`src/mvre_pkg.sv`:
```
`timescale 1ns / 1ps

package mvre_pkg;

	localparam int WORD_W = 32;
	localparam int LEN_W = 26;
	// widest run the float conversion handles: 2^24 needs 25 bits
	localparam int RUN_MAX_W = 25;
	localparam int CFG_IDX_W = 1;
	localparam int BURST_MAX = 3;

	localparam logic [CFG_IDX_W-1:0] CFG_MISSING_VALUE = 1'b0;
	localparam logic [CFG_IDX_W-1:0] CFG_OUT_CAPACITY = 1'b1;

	localparam logic [WORD_W-1:0] MISSING_RESET = 32'h0000_0000;
	localparam logic [LEN_W-1:0] CAPACITY_RESET = 26'd33554432;

	typedef enum logic [1:0] {
		KIND_VALUE = 2'd0,
		KIND_MARKER = 2'd1,
		KIND_RUN = 2'd2
	} kind_t;

	typedef struct packed {
		logic [WORD_W-1:0] out_word;
		kind_t word_kind;
		logic status;
		logic [LEN_W-1:0] encoded_length;
		logic out_last;
	} result_t;

	function automatic logic is_nan(input logic [WORD_W-1:0] w);
		return (w[30:23] == 8'hFF) && (w[22:0] != 23'd0);
	endfunction

	// IEEE equality: +0 == -0, NaN equals nothing
	function automatic logic ieee_equal(input logic [WORD_W-1:0] a,
			input logic [WORD_W-1:0] b);
		logic res;
		if (is_nan(a) || is_nan(b)) begin
			res = 1'b0;
		end else if (((a | b) & 32'h7FFF_FFFF) == 32'd0) begin
			res = 1'b1;
		end else begin
			res = (a == b);
		end
		return res;
	endfunction

	// exact single for 1..2^24
	function automatic logic [WORD_W-1:0] count_to_single(input logic [RUN_MAX_W-1:0] n);
		logic [4:0] p;
		logic [47:0] sh;
		logic [22:0] mant;
		logic [7:0] expo;
		logic [WORD_W-1:0] res;
		p = 5'd0;
		for (int i = 0; i < RUN_MAX_W; i++) begin
			if (n[i]) begin
				p = 5'(i);
			end
		end
		sh = 48'(n) << (5'd23 - p);
		if (p > 5'd23) begin
			mant = 23'd0;
		end else begin
			mant = sh[22:0];
		end
		expo = 8'd127 + 8'(p);
		if (n == '0) begin
			res = '0;
		end else begin
			res = {1'b0, expo, mant};
		end
		return res;
	endfunction

endpackage

```
`src/mvre_if.sv`:
```
`timescale 1ns / 1ps

interface mvre_in_if;
	import mvre_pkg::*;

	logic valid;
	logic ready;
	logic [WORD_W-1:0] sample_word;
	logic field_last;

	modport source (output valid, output sample_word, output field_last, input ready);
	modport sink (input valid, input sample_word, input field_last, output ready);
endinterface

interface mvre_out_if;
	import mvre_pkg::*;

	logic valid;
	logic ready;
	logic [WORD_W-1:0] out_word;
	kind_t word_kind;
	logic status;
	logic [LEN_W-1:0] encoded_length;
	logic out_last;

	modport source (output valid, output out_word, output word_kind, output status,
		output encoded_length, output out_last, input ready);
	modport sink (input valid, input out_word, input word_kind, input status,
		input encoded_length, input out_last, output ready);
endinterface

```
`src/mvre_out_buf.sv`:
```
`timescale 1ns / 1ps

module mvre_out_buf (
	input logic clk,
	input logic arst_n,
	input logic load,
	input logic [1:0] load_cnt,
	input mvre_pkg::result_t load_ent [mvre_pkg::BURST_MAX],
	output logic free,
	mvre_out_if.source encoded
);
	import mvre_pkg::*;

	result_t ent_q [BURST_MAX];
	logic [1:0] head_q;
	logic [1:0] rem_q;
	logic fire;
	result_t cur;

	assign fire = encoded.valid && encoded.ready;
	// free once the last held result leaves this cycle
	assign free = (rem_q == 2'd0) || ((rem_q == 2'd1) && encoded.ready);

	always_comb begin
		cur = ent_q[head_q];
	end

	assign encoded.valid = (rem_q != 2'd0);
	assign encoded.out_word = cur.out_word;
	assign encoded.word_kind = cur.word_kind;
	assign encoded.status = cur.status;
	assign encoded.encoded_length = cur.encoded_length;
	assign encoded.out_last = cur.out_last;

	always_ff @(posedge clk or negedge arst_n) begin
		if (!arst_n) begin
			rem_q <= 2'd0;
			head_q <= 2'd0;
		end else if (load) begin
			rem_q <= load_cnt;
			head_q <= 2'd0;
		end else if (fire) begin
			rem_q <= rem_q - 2'd1;
			head_q <= head_q + 2'd1;
		end
	end

	always_ff @(posedge clk) begin
		if (load) begin
			ent_q <= load_ent;
		end
	end

endmodule

```
`src/missing_value_run_encoder.sv`:
```
`timescale 1ns / 1ps

// channel   dir  payload                                             handshake
// samples   in   sample_word[31:0], field_last                        valid/ready
// encoded   out  out_word[31:0], word_kind[1:0], status,              valid/ready
//                encoded_length[25:0], out_last
// cfg_*     in   cfg_idx[0], cfg_wdata[31:0]                          cfg_we
//
// One request per cycle while each yields at most one result and encoded is ready;
// a request that flushes a run yields up to three results and holds the input stage
// until the output burst buffer drains (one result a cycle while encoded is ready).
// A request's first result passes the input register and then the burst buffer.
// arst_n clears the run, word count, drop flag and both buffers; registers
// return to missing value +0.0 and capacity 2^25.

module missing_value_run_encoder #(
	parameter int MAX_FIELD_LEN = 16777216
) (
	input logic clk,
	input logic arst_n,
	input logic cfg_we,
	input logic [mvre_pkg::CFG_IDX_W-1:0] cfg_idx,
	input logic [mvre_pkg::WORD_W-1:0] cfg_wdata,
	mvre_in_if.sink samples,
	mvre_out_if.source encoded
);
	import mvre_pkg::*;

	localparam int RUN_W = $clog2(MAX_FIELD_LEN + 1);
	localparam logic [RUN_W-1:0] RUN_SAT = RUN_W'(MAX_FIELD_LEN);

	logic [WORD_W-1:0] missing_value_q;
	logic [LEN_W-1:0] out_capacity_q;

	logic valid_s1;
	logic [WORD_W-1:0] word_s1;
	logic last_s1;

	logic [RUN_W-1:0] run_length_q;
	logic [LEN_W-1:0] words_written_q;
	logic overflow_drop_q;

	logic buf_free;
	logic adv;
	logic [1:0] n_res;
	result_t ent [BURST_MAX];

	logic missing;
	logic [RUN_W-1:0] run_inc;
	logic [RUN_W-1:0] run_used;
	logic [1:0] need;
	logic [LEN_W:0] need_sum;
	logic over;
	logic [WORD_W-1:0] run_flt;
	logic [RUN_W-1:0] run_d;
	logic [LEN_W-1:0] ww_d;
	logic drop_d;

	// configuration
	always_ff @(posedge clk or negedge arst_n) begin
		if (!arst_n) begin
			missing_value_q <= MISSING_RESET;
			out_capacity_q <= CAPACITY_RESET;
		end else if (cfg_we) begin
			case (cfg_idx)
				CFG_MISSING_VALUE: missing_value_q <= cfg_wdata;
				CFG_OUT_CAPACITY: out_capacity_q <= cfg_wdata[LEN_W-1:0];
				default: ;
			endcase
		end
	end

	assign samples.ready = !valid_s1 || adv;

	always_ff @(posedge clk or negedge arst_n) begin
		if (!arst_n) begin
			valid_s1 <= 1'b0;
		end else if (samples.ready) begin
			valid_s1 <= samples.valid;
		end
	end

	always_ff @(posedge clk) begin
		if (samples.valid && samples.ready) begin
			word_s1 <= samples.sample_word;
			last_s1 <= samples.field_last;
		end
	end

	always_comb begin
		missing = ieee_equal(word_s1, missing_value_q);
		run_inc = (run_length_q < RUN_SAT) ? run_length_q + RUN_W'(1) : run_length_q;
		run_used = missing ? run_inc : run_length_q;
		if (missing) begin
			need = 2'd2;
		end else if (run_length_q != '0) begin
			need = 2'd3;
		end else begin
			need = 2'd1;
		end
		need_sum = {1'b0, words_written_q} + (LEN_W+1)'(need);
		over = need_sum > {1'b0, out_capacity_q};
		run_flt = count_to_single(RUN_MAX_W'(run_used));

		n_res = 2'd0;
		run_d = run_length_q;
		ww_d = words_written_q;
		drop_d = overflow_drop_q;
		for (int i = 0; i < BURST_MAX; i++) begin
			ent[i] = '{out_word: '0, word_kind: KIND_VALUE, status: 1'b0,
				encoded_length: '0, out_last: 1'b0};
		end

		if (overflow_drop_q) begin
			n_res = 2'd0;
		end else if (missing && !last_s1) begin
			run_d = run_inc;
		end else if (over) begin
			n_res = 2'd1;
			ent[0] = '{out_word: '0, word_kind: KIND_VALUE, status: 1'b1,
				encoded_length: words_written_q, out_last: 1'b1};
			run_d = run_used;
			drop_d = 1'b1;
		end else if (run_used != '0) begin
			ent[0] = '{out_word: missing_value_q, word_kind: KIND_MARKER, status: 1'b0,
				encoded_length: words_written_q + LEN_W'(1), out_last: 1'b0};
			ent[1] = '{out_word: run_flt, word_kind: KIND_RUN, status: 1'b0,
				encoded_length: words_written_q + LEN_W'(2), out_last: missing};
			ent[2] = '{out_word: word_s1, word_kind: KIND_VALUE, status: 1'b0,
				encoded_length: words_written_q + LEN_W'(3), out_last: last_s1};
			n_res = missing ? 2'd2 : 2'd3;
			ww_d = words_written_q + LEN_W'(n_res);
			run_d = '0;
		end else begin
			ent[0] = '{out_word: word_s1, word_kind: KIND_VALUE, status: 1'b0,
				encoded_length: words_written_q + LEN_W'(1), out_last: last_s1};
			n_res = 2'd1;
			ww_d = words_written_q + LEN_W'(1);
		end

		if (last_s1) begin
			run_d = '0;
			ww_d = '0;
			drop_d = 1'b0;
		end
	end

	assign adv = valid_s1 && ((n_res == 2'd0) || buf_free);

	always_ff @(posedge clk or negedge arst_n) begin
		if (!arst_n) begin
			run_length_q <= '0;
			words_written_q <= '0;
			overflow_drop_q <= 1'b0;
		end else if (adv) begin
			run_length_q <= run_d;
			words_written_q <= ww_d;
			overflow_drop_q <= drop_d;
		end
	end

	mvre_out_buf u_out_buf (
		.clk (clk),
		.arst_n (arst_n),
		.load (adv && (n_res != 2'd0)),
		.load_cnt (n_res),
		.load_ent (ent),
		.free (buf_free),
		.encoded (encoded)
	);

	a_field_end_clears: assert property (@(posedge clk) disable iff (!arst_n)
		adv && last_s1 |=> (run_length_q == '0) && (words_written_q == '0)
			&& !overflow_drop_q)
		else $error("field state not cleared after last request");

	a_run_saturates: assert property (@(posedge clk) disable iff (!arst_n)
		run_length_q <= RUN_SAT)
		else $error("run length beyond saturation");

	a_error_is_last: assert property (@(posedge clk) disable iff (!arst_n)
		encoded.valid && encoded.status |-> encoded.out_last
			&& (encoded.word_kind == KIND_VALUE))
		else $error("overflow result not marked last");

	a_drop_no_output: assert property (@(posedge clk) disable iff (!arst_n)
		overflow_drop_q && $past(overflow_drop_q) && !encoded.valid |=> !encoded.valid)
		else $error("output produced while dropping field");

endmodule

```
`src/flat_wrapper.sv`:
```
// flat-port wrapper written by rule: the top's interface ports become plain ports
module missing_value_run_encoder_flat import mvre_pkg::*;
#(
	parameter int MAX_FIELD_LEN = 16777216
)
  (clk, arst_n, cfg_we, cfg_idx, cfg_wdata, samples_valid, samples_sample_word, samples_field_last, samples_ready, encoded_valid, encoded_out_word, encoded_word_kind, encoded_status, encoded_encoded_length, encoded_out_last, encoded_ready);
  mvre_in_if samples_i ();
  mvre_out_if encoded_i ();
  input logic clk;
  input logic arst_n;
  input logic cfg_we;
  input logic [mvre_pkg::CFG_IDX_W-1:0] cfg_idx;
  input logic [mvre_pkg::WORD_W-1:0] cfg_wdata;
  input wire logic [$bits(samples_i.valid)-1:0] samples_valid;
  input wire logic [$bits(samples_i.sample_word)-1:0] samples_sample_word;
  input wire logic [$bits(samples_i.field_last)-1:0] samples_field_last;
  output wire logic [$bits(samples_i.ready)-1:0] samples_ready;
  output wire logic [$bits(encoded_i.valid)-1:0] encoded_valid;
  output wire logic [$bits(encoded_i.out_word)-1:0] encoded_out_word;
  output wire logic [$bits(encoded_i.word_kind)-1:0] encoded_word_kind;
  output wire logic [$bits(encoded_i.status)-1:0] encoded_status;
  output wire logic [$bits(encoded_i.encoded_length)-1:0] encoded_encoded_length;
  output wire logic [$bits(encoded_i.out_last)-1:0] encoded_out_last;
  input wire logic [$bits(encoded_i.ready)-1:0] encoded_ready;
  assign samples_i.valid = samples_valid;
  assign samples_i.sample_word = samples_sample_word;
  assign samples_i.field_last = samples_field_last;
  assign samples_ready = samples_i.ready;
  assign encoded_valid = encoded_i.valid;
  assign encoded_out_word = encoded_i.out_word;
  assign encoded_word_kind = encoded_i.word_kind;
  assign encoded_status = encoded_i.status;
  assign encoded_encoded_length = encoded_i.encoded_length;
  assign encoded_out_last = encoded_i.out_last;
  assign encoded_i.ready = encoded_ready;
  missing_value_run_encoder #(.MAX_FIELD_LEN(MAX_FIELD_LEN)) u_core (.clk(clk), .arst_n(arst_n), .cfg_we(cfg_we), .cfg_idx(cfg_idx), .cfg_wdata(cfg_wdata), .samples(samples_i), .encoded(encoded_i));
endmodule
```
`config.mk`:
```
export PLATFORM = sky130hd
export DESIGN_NAME = missing_value_run_encoder_flat
export DESIGN_NICKNAME = d
export VERILOG_FILES = /design/src/mvre_pkg.sv /design/src/mvre_if.sv /design/src/mvre_out_buf.sv /design/src/missing_value_run_encoder.sv /design/src/flat_wrapper.sv
export SDC_FILE = /design/constraint.sdc
export NUM_CORES = 1
export LEC_CHECK = 0
export BUFFER_PORTS_ARGS = -buffer_cell sky130_fd_sc_hd__buf_2
export CORE_ASPECT_RATIO = 0.9
export CORE_MARGIN = 2
export CORE_UTILIZATION = 65
export CTS_CLUSTER_DIAMETER = 80
export DETAILED_ROUTE_END_ITERATION = 7
export GPL_TIMING_DRIVEN = 1
export PLACE_DENSITY = 0.91
export SLEW_MARGIN = 40
export SYNTH_ARGS = -nofsm -noshare
export SYNTH_HDL_FRONTEND = slang
export SYNTH_SLANG_ARGS = --single-unit
```
`constraint.sdc`:
```
create_clock -name clk -period 23.2 [get_ports clk]
set_input_delay 1.16 -clock clk [delete_from_list [all_inputs] [get_ports clk]]
set_output_delay 1.16 -clock clk [all_outputs]
set_load 0.01 [all_outputs]
```
==> flow_summary.ini <==
[cts]
cts_sinks = 326
path_clk_slew_ps = 60
cts_resized = 0
cts_tree = yes
post_cts_buffers = 0
clockRootBuffer = clkbuf_16
cts_buffers = 35
clock_path_buffers = 3
htree_levels = 2
cts_hold_buf = 0
clk_latency_ps = 550

[synthesis]
synth.distinct_cells = 87
netlist_instances = 2189
async_reset_ff_share_pct = 35.3
ys_seq_elements = 326
synth_top_family_by_area = simple AND/OR/NAND/NOR gates
synth.avg_cell_area_um2 = 9.34
yosysSeqAreaShare_pct = 45.1
synth_edf_count = 211
yosysWarnings = 0
synth_mux_area_share_pct = 6.80
synth-xor-area-share_pct = 5.57
yosys.area_share.simple_pct = 17.9
ys.flop_type = edfxtp_1
synth_compound_area_share_pct = 14.8
synthesis.nets = 2332
synthesis.area_um2 = 20400
synthAdderAreaFrac_pct = 4.45

[sta]
fmax_mhz = 116
drv_slew = 0
fin_crit_sh_pct = 37.2
worst_slew_pin_slew_ps = 855
hold_viol = 0
finalSetupViolations = 0
relSlewSlack_pct = 43.0
min_period_ps = 8640
fin_skew_ps = 28.5
fin_tns_setup_ps = 0
hold_ws_ps = 472
grt_setup_unrepaired = no

[layout]
layout_commonest_cell = nand2_1
final_cell_mix = nand2_1 (291), nor2_1 (214), edfxtp_1 (211), o21ai_0 (178), buf_2 (133)
drive_gt1_share_pct = 14.5
diodes = 0
finalNetCount = 2386
synthToLayoutAreaGrowth_pct = 10.4

[pwr]
max-vdd-ir-drop_v = 0.000110
p_leak_nw = 8.87
pwr_density_cell_nw_per_um2 = 95.5

[critical_path]
path_common_cell = buf_4
path_buf_inv = 8
critPathSlowestCell = nor3_1
cpPeakStageDelay_ps = 710
crit_family = simple AND/OR/NAND/NOR gates
critPathLaunchType = flip-flop
cp.arrival_ps = 9010
endpoint_kind = flip-flop
worstPathMaxFanout = 46
path_class = flip-flop to flip-flop
cp.required_ps = 23580

[routing]
viasPerCell = 6.66
vias = 17800
firstDrtPassIters = 6
wl_met1_um = 25700
wl_met3_um = 8300
met2_length_um = 27800
routed_wl_um = 63400
drtIter0Drc = 2537
routedWlPerCell_um = 23.7
highest_layer = met5
drc = 0
drtAntennaViolNets = 0

[run_status]
outcome = finished clean

[placed_design]
dp_hpwl_um = 45500
gp_congestion = 0.979
port-buffer-count = 134

[floorplanning]
std_cell_rows = 61
die-area_um2 = 32900
io_pins = 135
core_area_um2 = 30900
die_x_um = 191
die_h_um = 172
initial_core_util_pct = 66.1

[flow_run]
maxCapViolations = 0

[global_routing]
grt_pass1_wl_um = 96900
antenna_found_initial = 1
grt_remaining_overflow = 0
grt_max_degree = 75
grtUsageTotal_pct = 38.6
grt_pass1_vias = 16400

[worst_hold_path]
hold_path.class = input pin to async pin
## layout make-up
cell class	instances	area (µm²)
sequential	326	9220
inverter	121	454
timing repair buffer	167	981
multi-input combinational	1592	10200
tap	409	512
clock inverter	19	264
fill	2234	8350
clock buffer	45	923
## state kept, by name, summed over array words and instances (netlist names)
register and count:
u_core.u_out_buf.rem_q 2, u_core.u_out_buf.head_q 2, u_core.word_s1 32, u_core.run_length_q 25
u_core.valid_s1 1, u_core.out_capacity_q 26, u_core.missing_value_q 32, u_core.words_written_q 26
u_core.overflow_drop_q 1, u_core.last_s1 1, u_core.u_out_buf.ent_q 178
## where the power goes
| group | internal, W | switching [W] |
|---|---|---|
| clock | 0.000342 | 0.000245 |
| sequential | 0.000827 | 0.0000714 |
| combinational | 0.000208 | 0.000461 |
## Yosys cell counts (21+ instances only)
cell / number / share of area [%]
a21oi_1: 100 / 2.4
buf_2: 29 / 0.71
clkbuf_1: 99 / 1.8
dfrtp_1: 114 / 14
edfxtp_1: 211 / 31
ha_1: 71 / 4.3
inv_1: 118 / 2.2
mux2_2: 41 / 2.3
mux2i_1: 89 / 4.4
nand2_1: 293 / 5.4
nand3_1: 66 / 1.6
nand4_1: 37 / 1.1
nor2_1: 215 / 3.9
nor3_1: 38 / 0.93
nor4_1: 33 / 1.0
o211ai_1: 21 / 0.77
o21ai_0: 179 / 4.4
xnor2_1: 68 / 2.9
xor2_1: 60 / 2.6
## kinds of logic (layout without fill, tap and decap cells)
logic type,count (synthesis),count (layout)
adder cells (fa/ha/maj),72,72
XOR/XNOR,129,129
AND/OR/NAND/NOR,797,797
AO/OA/AOI/OAI,462,462
buffers and inverters,271,352
flip-flops,326,326
multiplexers,132,132
## final timing paths
path | from | to | slack, ps | cells after the start
worst max-delay path | u_core.word_s1[28] | u_core.u_out_buf.ent_q[112] | 14560 | 31
worst min-delay path | arst_n | u_core.run_length_q[5] | 470 | 1
worst max register to register | u_core.word_s1[28] | u_core.u_out_buf.ent_q[112] | 14560 | 31
worst min register to register | u_core.out_capacity_q[8] | u_core.out_capacity_q[8] | 510 | 1
max in group asynchronous | arst_n | u_core.u_out_buf.head_q[1] | 21520 | 3
min in group clk | u_core.out_capacity_q[8] | u_core.out_capacity_q[8] | 510 | 1
## metal layers
layer,global-route usage (%),up-vias
met3,9.32,145
li1,-,7891
met5,0,-
met2,58.3,1246
met1,56.3,8556
met4,9.44,2
## through the flow
stage	power, W	setup WS [ps]	util [%]	area [µm²]	std cells
after global routing	0.00224	13940	73.0	22600	2679
after CTS	0.00213	14770	72.9	22500	2677
after floorplan	0.00131	11010	-	20400	2189
final	0.00216	14560	73.0	22600	2679
after detailed placement	0.00155	14780	69.0	21300	2613
after global placement	0.00152	14750	68.8	21300	2610
Note: power is estimated with default switching activity, not from simulation.
